--- config.mk ---
export PLATFORM = sky130hd
export DESIGN_NAME = keyword_word_counter_top_flat
export DESIGN_NICKNAME = d
export VERILOG_FILES = /design/src/rtl/kwc_pkg.sv /design/src/rtl/kwc_in_if.sv /design/src/rtl/kwc_out_if.sv /design/src/rtl/kwc_lane.sv /design/src/rtl/keyword_word_counter_top.sv /design/src/flat_wrapper.sv
export SDC_FILE = /design/constraint.sdc
export NUM_CORES = 2
export LEC_CHECK = 0
export BUFFER_PORTS_ARGS = -buffer_cell sky130_fd_sc_hd__buf_2
export CORE_MARGIN = 2
export CORE_UTILIZATION = 45
export CTS_CLUSTER_SIZE = 28
export DETAILED_ROUTE_END_ITERATION = 10
export HOLD_SLACK_MARGIN = 0.02
export SYNTH_ARGS = -nofsm -noshare
export SYNTH_HDL_FRONTEND = slang
export SYNTH_HIERARCHICAL = 1
export SYNTH_SLANG_ARGS = --single-unit
export TNS_END_PERCENT = 20
--- constraint.sdc ---
create_clock -name clk -period 7.1 [get_ports clk]
set_input_delay 1.42 -clock clk [delete_from_list [all_inputs] [get_ports clk]]
set_output_delay 1.42 -clock clk [all_outputs]
set_load 0.01 [all_outputs]
--- src/rtl/kwc_pkg.sv ---
// Package for the keyword word counter: sizes, command codes, register map,
// lane control type and character helpers. No dependencies.

package kwc_pkg;

    localparam int NUM_KEYS   = 16;
    localparam int KEY_CHARS  = 16;
    localparam int COUNT_BITS = 32;

    localparam int POS_W  = $clog2(KEY_CHARS + 2);
    localparam int ADDR_W = 2;
    localparam int DATA_W = 32;

    localparam logic [ADDR_W-1:0] ADDR_CASE_FOLD = 2'd0;

    typedef enum logic [2:0] {
        CMD_TEXT  = 3'd0,
        CMD_END   = 3'd1,
        CMD_LOAD  = 3'd2,
        CMD_READ  = 3'd3,
        CMD_CLEAR = 3'd4
    } cmd_t;

    typedef struct packed {
        logic             letter;
        logic             close;
        logic             load;
        logic             clear;
        logic             case_fold;
        logic [POS_W-1:0] pos;
        logic [7:0]       text_byte;
        logic [3:0]       load_pos;
        logic [7:0]       load_byte;
    } kwc_ctrl_t;

    function automatic logic is_letter(input logic [7:0] c);
        return ((c >= 8'h41) && (c <= 8'h5A)) || ((c >= 8'h61) && (c <= 8'h7A));
    endfunction

    function automatic logic [7:0] fold(input logic [7:0] c, input logic cf);
        if (cf && (c >= 8'h41) && (c <= 8'h5A))
            return c + 8'd32;
        return c;
    endfunction

endpackage

--- src/rtl/kwc_in_if.sv ---
// Input channel of the keyword word counter: valid/ready handshake with the
// command payload. Depends on nothing.

interface kwc_in_if;
    logic       valid;
    logic       ready;
    logic [2:0] command;
    logic [7:0] byte_value;
    logic [3:0] key_slot;
    logic [3:0] char_position;

    modport source (output valid, command, byte_value, key_slot, char_position,
                    input ready);
    modport sink   (input valid, command, byte_value, key_slot, char_position,
                    output ready);
endinterface

--- src/rtl/kwc_out_if.sv ---
// Result channel of the keyword word counter: valid/ready handshake with the
// counter read payload. Depends on nothing.

interface kwc_out_if;
    logic        valid;
    logic        ready;
    logic [31:0] count_value;
    logic        count_saturated;

    modport source (output valid, count_value, count_saturated, input ready);
    modport sink   (input valid, count_value, count_saturated, output ready);
endinterface

--- src/rtl/kwc_lane.sv ---
// One keyword lane: keyword characters, running match bit and saturating
// occurrence counter. Depends on kwc_pkg.

module kwc_lane
    import kwc_pkg::*;
(
    input  logic                  clk,
    input  logic                  rst_n,
    input  kwc_ctrl_t             ctrl,
    input  logic                  sel,
    output logic [COUNT_BITS-1:0] count
);

    logic [7:0]            row_reg [KEY_CHARS];
    logic [COUNT_BITS-1:0] count_reg;
    logic [COUNT_BITS-1:0] count_next;
    logic                  match_reg;
    logic                  match_next;
    logic [7:0]            key_char;

    always_comb
    begin
        key_char = 8'd0;
        for (int j = 0; j < KEY_CHARS; j++)
        begin
            if (ctrl.pos == POS_W'(j))
                key_char = row_reg[j];
        end
    end

    always_comb
    begin
        count_next = count_reg;
        match_next = match_reg;
        if (ctrl.letter)
        begin
            if (32'(ctrl.pos) >= KEY_CHARS)
                match_next = 1'b0;
            else if (fold(key_char, ctrl.case_fold) != fold(ctrl.text_byte, ctrl.case_fold))
                match_next = 1'b0;
        end
        if (ctrl.close)
        begin
            if (match_reg && (32'(ctrl.pos) <= KEY_CHARS) && (key_char == 8'd0)
                && !(&count_reg))
                count_next = count_reg + COUNT_BITS'(1);
            match_next = 1'b1;
        end
        if (ctrl.clear)
            count_next = '0;
    end

    always_ff @(posedge clk or negedge rst_n)
    begin
        if (!rst_n)
        begin
            count_reg <= '0;
            match_reg <= 1'b1;
        end
        else
        begin
            count_reg <= count_next;
            match_reg <= match_next;
        end
    end

    always_ff @(posedge clk or negedge rst_n)
    begin
        if (!rst_n)
        begin
            for (int j = 0; j < KEY_CHARS; j++)
                row_reg[j] <= 8'd0;
        end
        else if (ctrl.load && sel)
        begin
            for (int j = 0; j < KEY_CHARS; j++)
            begin
                if (32'(ctrl.load_pos) == j)
                    row_reg[j] <= ctrl.load_byte;
            end
        end
    end

    assign count = count_reg;

endmodule

--- src/rtl/keyword_word_counter_top.sv ---
// Top level of the keyword word counter: input stage, word tracking, keyword
// lanes, result register and configuration port. Depends on kwc_pkg,
// kwc_in_if, kwc_out_if and kwc_lane.

// The block takes one transaction per clock cycle, whatever the command. A
// transaction is held in an input stage, where every letter is compared with
// the same position of all sixteen keywords at once and a word end updates
// all counters together; a read count result is registered in the output
// register when the read leaves the input stage. Input is stalled only while
// a read result waits in a full output register. The keyword table and
// counters are cleared directly by reset, so the block is ready at once.
// case_fold lies at byte address 0 and resets to 1.

module keyword_word_counter_top
    import kwc_pkg::*;
(
    input  logic              clk,
    input  logic              rst_n,
    kwc_in_if.sink            text_in,
    kwc_out_if.source         result_out,
    input  logic              psel,
    input  logic              penable,
    input  logic              pwrite,
    input  logic [ADDR_W-1:0] paddr,
    input  logic [DATA_W-1:0] pwdata,
    output logic [DATA_W-1:0] prdata,
    output logic              pready
);

    logic             case_fold_reg;
    logic             s1_valid_reg;
    logic             s1_valid_next;
    cmd_t             s1_cmd_reg;
    logic [7:0]       s1_byte_reg;
    logic [3:0]       s1_key_reg;
    logic [3:0]       s1_pos_reg;
    logic             s1_adv;
    logic             s1_fire;
    logic             in_fire;
    logic [POS_W-1:0] letter_pos_reg;
    logic [POS_W-1:0] letter_pos_next;
    logic             inside_word_reg;
    logic             inside_word_next;
    logic             out_valid_reg;
    logic             out_valid_next;
    logic [31:0]      out_value_reg;
    logic             out_sat_reg;
    kwc_ctrl_t        ctrl;
    logic             is_read;
    logic             do_letter;
    logic             do_close;
    logic [COUNT_BITS-1:0] lane_count [NUM_KEYS];
    logic [COUNT_BITS-1:0] rd_count;
    logic                  rd_hit;
    logic [31:0]           rd_value;

    assign pready = 1'b1;
    assign prdata = (paddr == ADDR_CASE_FOLD) ? DATA_W'(case_fold_reg) : '0;

    always_ff @(posedge clk or negedge rst_n)
    begin
        if (!rst_n)
            case_fold_reg <= 1'b1;
        else if (psel && penable && pwrite && (paddr == ADDR_CASE_FOLD))
            case_fold_reg <= pwdata[0];
    end

    assign is_read   = (s1_cmd_reg == CMD_READ);
    assign s1_adv    = !is_read || !out_valid_reg || result_out.ready;
    assign s1_fire   = s1_valid_reg && s1_adv;
    assign text_in.ready = !s1_valid_reg || s1_adv;
    assign in_fire   = text_in.valid && text_in.ready;
    assign s1_valid_next = in_fire || (s1_valid_reg && !s1_adv);

    always_comb
    begin
        do_letter = 1'b0;
        do_close  = 1'b0;
        case (s1_cmd_reg)
            CMD_TEXT:
            begin
                if (is_letter(s1_byte_reg))
                    do_letter = s1_fire;
                else
                    do_close = s1_fire;
            end
            CMD_END:
                do_close = s1_fire;
            default:
            begin
                do_letter = 1'b0;
                do_close  = 1'b0;
            end
        endcase
    end

    always_comb
    begin
        letter_pos_next  = letter_pos_reg;
        inside_word_next = inside_word_reg;
        if (do_letter)
        begin
            inside_word_next = 1'b1;
            if (32'(letter_pos_reg) <= KEY_CHARS)
                letter_pos_next = letter_pos_reg + POS_W'(1);
        end
        else if (do_close)
        begin
            inside_word_next = 1'b0;
            letter_pos_next  = '0;
        end
    end

    always_comb
    begin
        ctrl.letter    = do_letter;
        ctrl.close     = do_close && inside_word_reg;
        ctrl.load      = s1_fire && (s1_cmd_reg == CMD_LOAD);
        ctrl.clear     = s1_fire && (s1_cmd_reg == CMD_CLEAR);
        ctrl.case_fold = case_fold_reg;
        ctrl.pos       = letter_pos_reg;
        ctrl.text_byte = s1_byte_reg;
        ctrl.load_pos  = s1_pos_reg;
        ctrl.load_byte = s1_byte_reg;
    end

    for (genvar k = 0; k < NUM_KEYS; k++)
    begin : g_lane
        kwc_lane u_lane (
            .clk   (clk),
            .rst_n (rst_n),
            .ctrl  (ctrl),
            .sel   (32'(s1_key_reg) == k),
            .count (lane_count[k])
        );
    end

    always_comb
    begin
        rd_count = '0;
        rd_hit   = 1'b0;
        for (int k = 0; k < NUM_KEYS; k++)
        begin
            if (32'(s1_key_reg) == k)
            begin
                rd_count = lane_count[k];
                rd_hit   = 1'b1;
            end
        end
    end

    if (COUNT_BITS > 32)
    begin : g_wide
        assign rd_value = (|rd_count[COUNT_BITS-1:32]) ? 32'hFFFF_FFFF : rd_count[31:0];
    end
    else
    begin : g_narrow
        assign rd_value = 32'(rd_count);
    end

    always_comb
    begin
        out_valid_next = out_valid_reg;
        if (s1_fire && is_read)
            out_valid_next = 1'b1;
        else if (result_out.ready)
            out_valid_next = 1'b0;
    end

    always_ff @(posedge clk or negedge rst_n)
    begin
        if (!rst_n)
        begin
            s1_valid_reg    <= 1'b0;
            out_valid_reg   <= 1'b0;
            letter_pos_reg  <= '0;
            inside_word_reg <= 1'b0;
        end
        else
        begin
            s1_valid_reg    <= s1_valid_next;
            out_valid_reg   <= out_valid_next;
            letter_pos_reg  <= letter_pos_next;
            inside_word_reg <= inside_word_next;
        end
    end

    always_ff @(posedge clk)
    begin
        if (in_fire)
        begin
            s1_cmd_reg  <= cmd_t'(text_in.command);
            s1_byte_reg <= text_in.byte_value;
            s1_key_reg  <= text_in.key_slot;
            s1_pos_reg  <= text_in.char_position;
        end
        if (s1_fire && is_read)
        begin
            out_value_reg <= rd_hit ? rd_value : 32'd0;
            out_sat_reg   <= rd_hit && (&rd_count);
        end
    end

    assign result_out.valid           = out_valid_reg;
    assign result_out.count_value     = out_value_reg;
    assign result_out.count_saturated = out_sat_reg;

`ifndef NO_ASSERTIONS
    a_pos_bound: assert property (@(posedge clk) disable iff (!rst_n)
        32'(letter_pos_reg) <= KEY_CHARS + 1)
        else $error("letter position beyond saturation");

    a_pos_outside: assert property (@(posedge clk) disable iff (!rst_n)
        !inside_word_reg |-> (letter_pos_reg == '0))
        else $error("letter position nonzero outside a word");

    a_stall_cause: assert property (@(posedge clk) disable iff (!rst_n)
        (s1_valid_reg && !s1_adv) |-> (is_read && out_valid_reg))
        else $error("input stage stalled without a pending read result");

    a_result_source: assert property (@(posedge clk) disable iff (!rst_n)
        $rose(out_valid_reg) |-> $past(s1_fire && is_read))
        else $error("result raised without a read transaction");
`endif

endmodule
--- src/flat_wrapper.sv ---
// flat-port wrapper written by rule: the top's interface ports become plain ports
module keyword_word_counter_top_flat import kwc_pkg::*;
  (clk, rst_n, psel, penable, pwrite, paddr, pwdata, prdata, pready, text_in_valid, text_in_command, text_in_byte_value, text_in_key_slot, text_in_char_position, text_in_ready, result_out_valid, result_out_count_value, result_out_count_saturated, result_out_ready);
  kwc_in_if text_in_i ();
  kwc_out_if result_out_i ();
  input  logic clk;
  input  logic rst_n;
  input  logic psel;
  input  logic penable;
  input  logic pwrite;
  input  logic [ADDR_W-1:0] paddr;
  input  logic [DATA_W-1:0] pwdata;
  output logic [DATA_W-1:0] prdata;
  output logic pready;
  input wire logic [$bits(text_in_i.valid)-1:0] text_in_valid;
  input wire logic [$bits(text_in_i.command)-1:0] text_in_command;
  input wire logic [$bits(text_in_i.byte_value)-1:0] text_in_byte_value;
  input wire logic [$bits(text_in_i.key_slot)-1:0] text_in_key_slot;
  input wire logic [$bits(text_in_i.char_position)-1:0] text_in_char_position;
  output wire logic [$bits(text_in_i.ready)-1:0] text_in_ready;
  output wire logic [$bits(result_out_i.valid)-1:0] result_out_valid;
  output wire logic [$bits(result_out_i.count_value)-1:0] result_out_count_value;
  output wire logic [$bits(result_out_i.count_saturated)-1:0] result_out_count_saturated;
  input wire logic [$bits(result_out_i.ready)-1:0] result_out_ready;
  assign text_in_i.valid = text_in_valid;
  assign text_in_i.command = text_in_command;
  assign text_in_i.byte_value = text_in_byte_value;
  assign text_in_i.key_slot = text_in_key_slot;
  assign text_in_i.char_position = text_in_char_position;
  assign text_in_ready = text_in_i.ready;
  assign result_out_valid = result_out_i.valid;
  assign result_out_count_value = result_out_i.count_value;
  assign result_out_count_saturated = result_out_i.count_saturated;
  assign result_out_i.ready = result_out_ready;
  keyword_word_counter_top u_core (.clk(clk), .rst_n(rst_n), .text_in(text_in_i), .result_out(result_out_i), .psel(psel), .penable(penable), .pwrite(pwrite), .paddr(paddr), .pwdata(pwdata), .prdata(prdata), .pready(pready));
endmodule
-- After elaboration in Yosys (flattened, before gate mapping)
Index checks and enable logic that the tools add are counted.
- bits in registers: 2637
- word-level logic and storage cells: 1467
- output and inout bits: 68
- $lt $le $gt $ge: 38
- add/subtract/negate cells: 34
- eq/ne operators: 66
- mux-type cells: 531
- reduce and logical (&&, ||, !) cells: 499
- operators with widths (kind ; number):
    2-to-1 mux 8 bit ; 324
    2-to-1 mux 32 bit ; 64
    AND reduction 2 bit ; 289
    AND reduction 32 bit ; 17
    adder 32 x 1 -> 32 bit (second input constant) ; 16
    greater-or-equal comparator 8 x 7 -> 1 bit (second input constant) ; 18
    <= comparator 8 x 7 -> 1 bit (second input constant) ; 18
    2-to-1 mux 1 bit ; 139
    adder 8 x 6 -> 8 bit (second input constant) ; 17
    zero test 8 bit ; 16
    inequality test 8 bit ; 16
    logical AND 1 bit ; 111
    equality test 4 bit (second input constant) ; 16
    nonzero test 3 bit ; 16
    equality test 5 x 4 -> 1 bit (second input constant) ; 8
    nonzero test 2 bit ; 20
    equality test 4 x 3 -> 1 bit (second input constant) ; 8
    equality test 5 x 3 -> 1 bit (second input constant) ; 4
    zero test 1 bit ; 20
    equality test 4 x 2 -> 1 bit (second input constant) ; 4
    2-to-1 mux 5 bit ; 3
    equality test 5 x 2 -> 1 bit (second input constant) ; 2
    equality test 4 x 1 -> 1 bit (second input constant) ; 2
    zero test 4 bit ; 2
    other kinds (13) ; 18

-- Depth between registers and ports, before layout
- word-level depth: 31
- mapped depth: 15

-- By module
Netlist, hierarchy kept.
- by module, submodules not included (module ; cells each ; instances ; area an instance (µm²)):
    kwc_lane at u_core.g_lane[0].u_lane ... ; 806 ; 13 ; 8673.3
    kwc_lane at u_core.g_lane[3].u_lane ; 842 ; 1 ; 8886.0
    kwc_lane at u_core.g_lane[9].u_lane ; 813 ; 1 ; 8782.2
    kwc_lane at u_core.g_lane[8].u_lane ; 786 ; 1 ; 8580.7
    keyword_word_counter_top ; 981 ; 1 ; 7988.9

-- Least setup slack after synthesis
Ideal clock, no wire load.
- path type: register to register
- from: register u_core.s1_byte_reg[4]
- to: register u_core.g_lane[9].u_lane.count_reg[27]
- cell stages (with the launch flop): 13
- arrival: 5930 ps
- slack: 1043 ps
- path buffers: 2
- period minus slack after synthesis: 6057 ps
- data required time: 6972 ps
- library setup time: 128 ps
- path through: edfxtp_1 nand2_1 o22ai_1 or4b_2 and3_1 nand3_1 a31o_2 or4b_1 or3_1 buf_2 buf_6 nor3_1 mux2_1
- RTL lines (item ; line ; text):
    from (decl) ; keyword_word_counter_top.sv:34 ; logic [7:0] s1_byte_reg;
    from (signal assigned) ; keyword_word_counter_top.sv:193 ; s1_byte_reg <= text_in.byte_value;
    to (signal assigned) ; kwc_lane.sv:62 ; count_reg <= count_next;
    to (decl) ; kwc_lane.sv:15 ; logic [COUNT_BITS-1:0] count_reg;

-- Worst setup path after layout
- from: register u_core.letter_pos_reg[0]
- to: register u_core.g_lane[3].u_lane.count_reg[15]
- word-level cells in the longest chain between the ends: 22
- elaborated cells on any way between the ends: 39
- ends and longest elaborated chain (item ; line ; text):
    from (decl) ; keyword_word_counter_top.sv:40 ; logic [POS_W-1:0] letter_pos_reg;
    from (signal assigned) ; keyword_word_counter_top.sv:183 ; letter_pos_reg <= letter_pos_next;
    zero test 5 bit ; kwc_lane.sv:26 ; if (ctrl.pos == POS_W'(j))
    2-to-1 mux 8 bit (16 in a row) ; kwc_lane.sv:26 ;
    zero test 8 bit ; kwc_lane.sv:44 ; if (match_reg && (32'(ctrl.pos) <= KEY_CHARS) && (key_char == 8'd0)
    logical AND 1 bit * ; kwc_lane.sv:44 ;
    logical AND 1 bit * ; kwc_lane.sv:45 ; && !(&count_reg))
    nonzero test 2 bit (no line) * ; -- ;
    AND reduction 2 bit (no line) * ; -- ;
    to (signal assigned) ; kwc_lane.sv:62 ;
    to (decl) ; kwc_lane.sv:15 ;
Mark *: on every way between the ends. The rest lies on a longest branch, timed or not.
A chain may end at the register's enable or synchronous reset.

==> run_results.csv <==
group,metric,value,unit
cells_and_area,n_fill_cell,29600,
cts,cts_tree,"built",
worst_setup_path,end_kind,"register",
cells_and_area,syn2layout_area_growth,9.46,%
worst_setup_path,criticalPathCategory,"register to register",
cells_and_area,multi_input_area,75000,um^2
power_and_ir_drop,p_leak,70.3,nW
cts,cts-root-buf,"clkbuf_16",
timing,rsz0062_at_grt,"false",
worst_setup_path,start_kind,"register",
cts,numCtsBuffers,302,
cts,post_cts_buffers,0,
cts,path_clk_slew,60,ps
floorplanning,die-area,331000,um^2
drt,drtIter0Drc,13600,
timing,slew_headroom,0.101,
timing,tns,0,ps
floorplanning,die_y,576,um
floorplanning,initial_core_util,0.453,
run_status,outcome,"finished, final reports clean",
power_and_ir_drop,vdd_drop_max,0.000174,V
cts,cts_sinks,2637,
synth,postSynthCellCount,13900,
floorplanning,die-width,576,um
placed_design,dp.cells,17700,
synth,ys_seq_area_frac,0.451,
synth,yosys_warnings,6,
drt,wl_per_cell,26.4,um
cts,cts-resized-gates,0,
global_routing,grt_antenna_before_repair,17,
timing,finalSetupViolations,0,
global_routing,grt_pass1_wl,736000,um
drt,totalWireLength,482000,um
placed_design,dp_hpwl,318000,um
synth,ys_seq_elements,2637,
global_routing,grt_overflow,0,
worst_setup_path,critPathRequiredTime,7910,ps
global_routing,grt_pass1_vias,113000,
cts,htreeDepth,5,
synth,synth_top_area_frac,0.437,
timing,slew_viol_final,0,
cells_and_area,fin_cells,18300,
timing,finalHoldViolCount,0,
worst_setup_path,crit_top_cell,"a21oi_1",
synth,ys_async_sr_fraction,0.980,
drt,routed_via_density,6.38,
drt,drc,0,
worst_setup_path,crit_chain,"buf_12 > buf_4 > nand2b_1 > a21oi_1 > a221oi_1 > a21oi_1 > or2_1 > a2111o_1 > or3_2 > or4_1 > a21oi_1",
job,drv_cap,0,
synth,synth_area_leaders,"dfrtp_1 44%, mux2_2 16%, nor2_1 3.0%",
worst_setup_path,cp_max_fo,62,
floorplanning,io_pins,128,
placed_design,gp_congestion,0.998,
synth,yosys.area.top_type,"dfrtp_1",
cts,ctsHoldBuffers,0,
global_routing,track_usage,0.284,
timing,fmax,0.191,GHz
timing,tightest_slew,1340,ps
cts,cts_buffer_depth,4,
global_routing,grt_max_degree,165,
placed_design,numPortBuffers,64,
timing,finalCritPeriodShare,0.738,
worst_setup_path,cp_slowest_stage_delay,940,ps
cts,clk_latency,930,ps
worst_setup_path,arrival,6060,ps
drt,dr.pass1.iters,6,
power_and_ir_drop,power.density,211,nW/um^2
synth,avgSynthCellArea,10.6,um^2
cells_and_area,seqCellArea,66300,um^2
timing,fin_crit,5240,ps
worst_setup_path,crit_slowest_cell,"dfrtp_4",
synth,ys_top_cells_by_count,"2,568 x dfrtp_1, 2,062 x mux2_2, 1,183 x nor2_1, 801 x nand2_1, 574 x a21oi_1",
synth,synthesis.area,147000,um^2
floorplanning,core,325000,um^2
cells_and_area,largest_reg_flops,2048,
synth,ys_types,128,
min_path,hold_path.class,"input pin to async pin",
cells_and_area,drive_above_1_share,0.234,
timing,holdWs,466,ps
drt,ant_nets,0,
cells_and_area,fin_nets,13800,
floorplanning,rows,209,
synth,synth_edf_count,52,
synth,synth_ff_type,"dfrtp_1",
drt,vias,117000,
timing,skew,48.3,ps
synth,synth_most_common_cell,"dfrtp_1",
## cell type report
type	count	area share
clock inverters	107	0.00884
repair buffers	311	0.0182
diodes	4	0.0000622
well taps	4325	0.0336
flip-flops and latches	2637	0.412
clock buffers	439	0.0549
multi-input cells	10200	0.466
inverters	271	0.00634
## path summary, 6_finish.rpt
| check | startpoint | endpoint | slack (ps) | cells after the start |
|---|---|---|---|---|
| worst max-delay path | u_core/letter_pos_reg[0] | u_core/g_lane[3].u_lane/count[15] | 1860 | 11 |
| worst min-delay path | rst_n | u_core/g_lane[2].u_lane/row_reg[75] | 470 | 1 |
| worst max register to register | u_core/letter_pos_reg[0] | u_core/g_lane[3].u_lane/count[15] | 1860 | 11 |
| worst min register to register | u_core/inside_word_reg | u_core/inside_word_reg | 480 | 1 |
| max in group asynchronous | rst_n | u_core/g_lane[13].u_lane/row_reg[6] | 4770 | 3 |
| min in group clk | u_core/inside_word_reg | u_core/inside_word_reg | 480 | 1 |
## layer usage
| layer | routed length, um | part of all wire | track usage | up-vias |
|---|---|---|---|---|
| li1 | - | - | - | 51300 |
| met3 | 38300 | 0.079 | 0.0480 | 904 |
| met2 | 215000 | 0.45 | 0.435 | 4984 |
| met5 | 98 | 0.00020 | 0 | - |
| met1 | 212000 | 0.44 | 0.407 | 59400 |
| met4 | 16600 | 0.034 | 0.0934 | 16 |
## where the power goes
part           total (mW)  switching, mW  internal, mW
clock network        16.3           6.61          9.72
registers            15.4          0.152          15.3
logic                2.16           1.60         0.558
## cell usage in the layout, fill, tap and decap left out, types with 205 or more instances in the layout
cell and count:
nand2_1 801, or3_1 206, inv_1 254, nand3_1 345
clkbuf_16 311, mux2i_1 213, nor3_1 250, and3_1 241
a21oi_1 574, nor2_1 1181, mux2_2 2062, xnor2_1 205
o21ai_0 556, dfrtp_1 2563
## cells by family after synthesis
kind of cell	synth area share
other	0.0000511
DFF	0.451
muxes	0.176
and+or+nand+nor	0.176
xor gates and xnor gates	0.0207
AOI/OAI and AO/OA	0.131
adders and majority gates	0.00426
buffers and inverters	0.0408
## critical path, delay by kind of cell (launching register included)
family | cells | cell delay, ps
compound gates | 5 | 1270
buf+inv | 2 | 690
flops | 1 | 940
simple gates | 4 | 2130
## stage by stage
step	power, mW	setup WS, ps	instance area [um^2]	utilization
floorplan	16.8	1040	147000	-
global placement	17.8	1960	151000	0.464
detailed placement	17.8	1940	151000	0.464
CTS	34.2	1920	161000	0.496
global route	35.0	1630	161000	0.496
finish	33.9	1860	161000	0.496
Note: power is estimated with default switching activity, not from simulation.
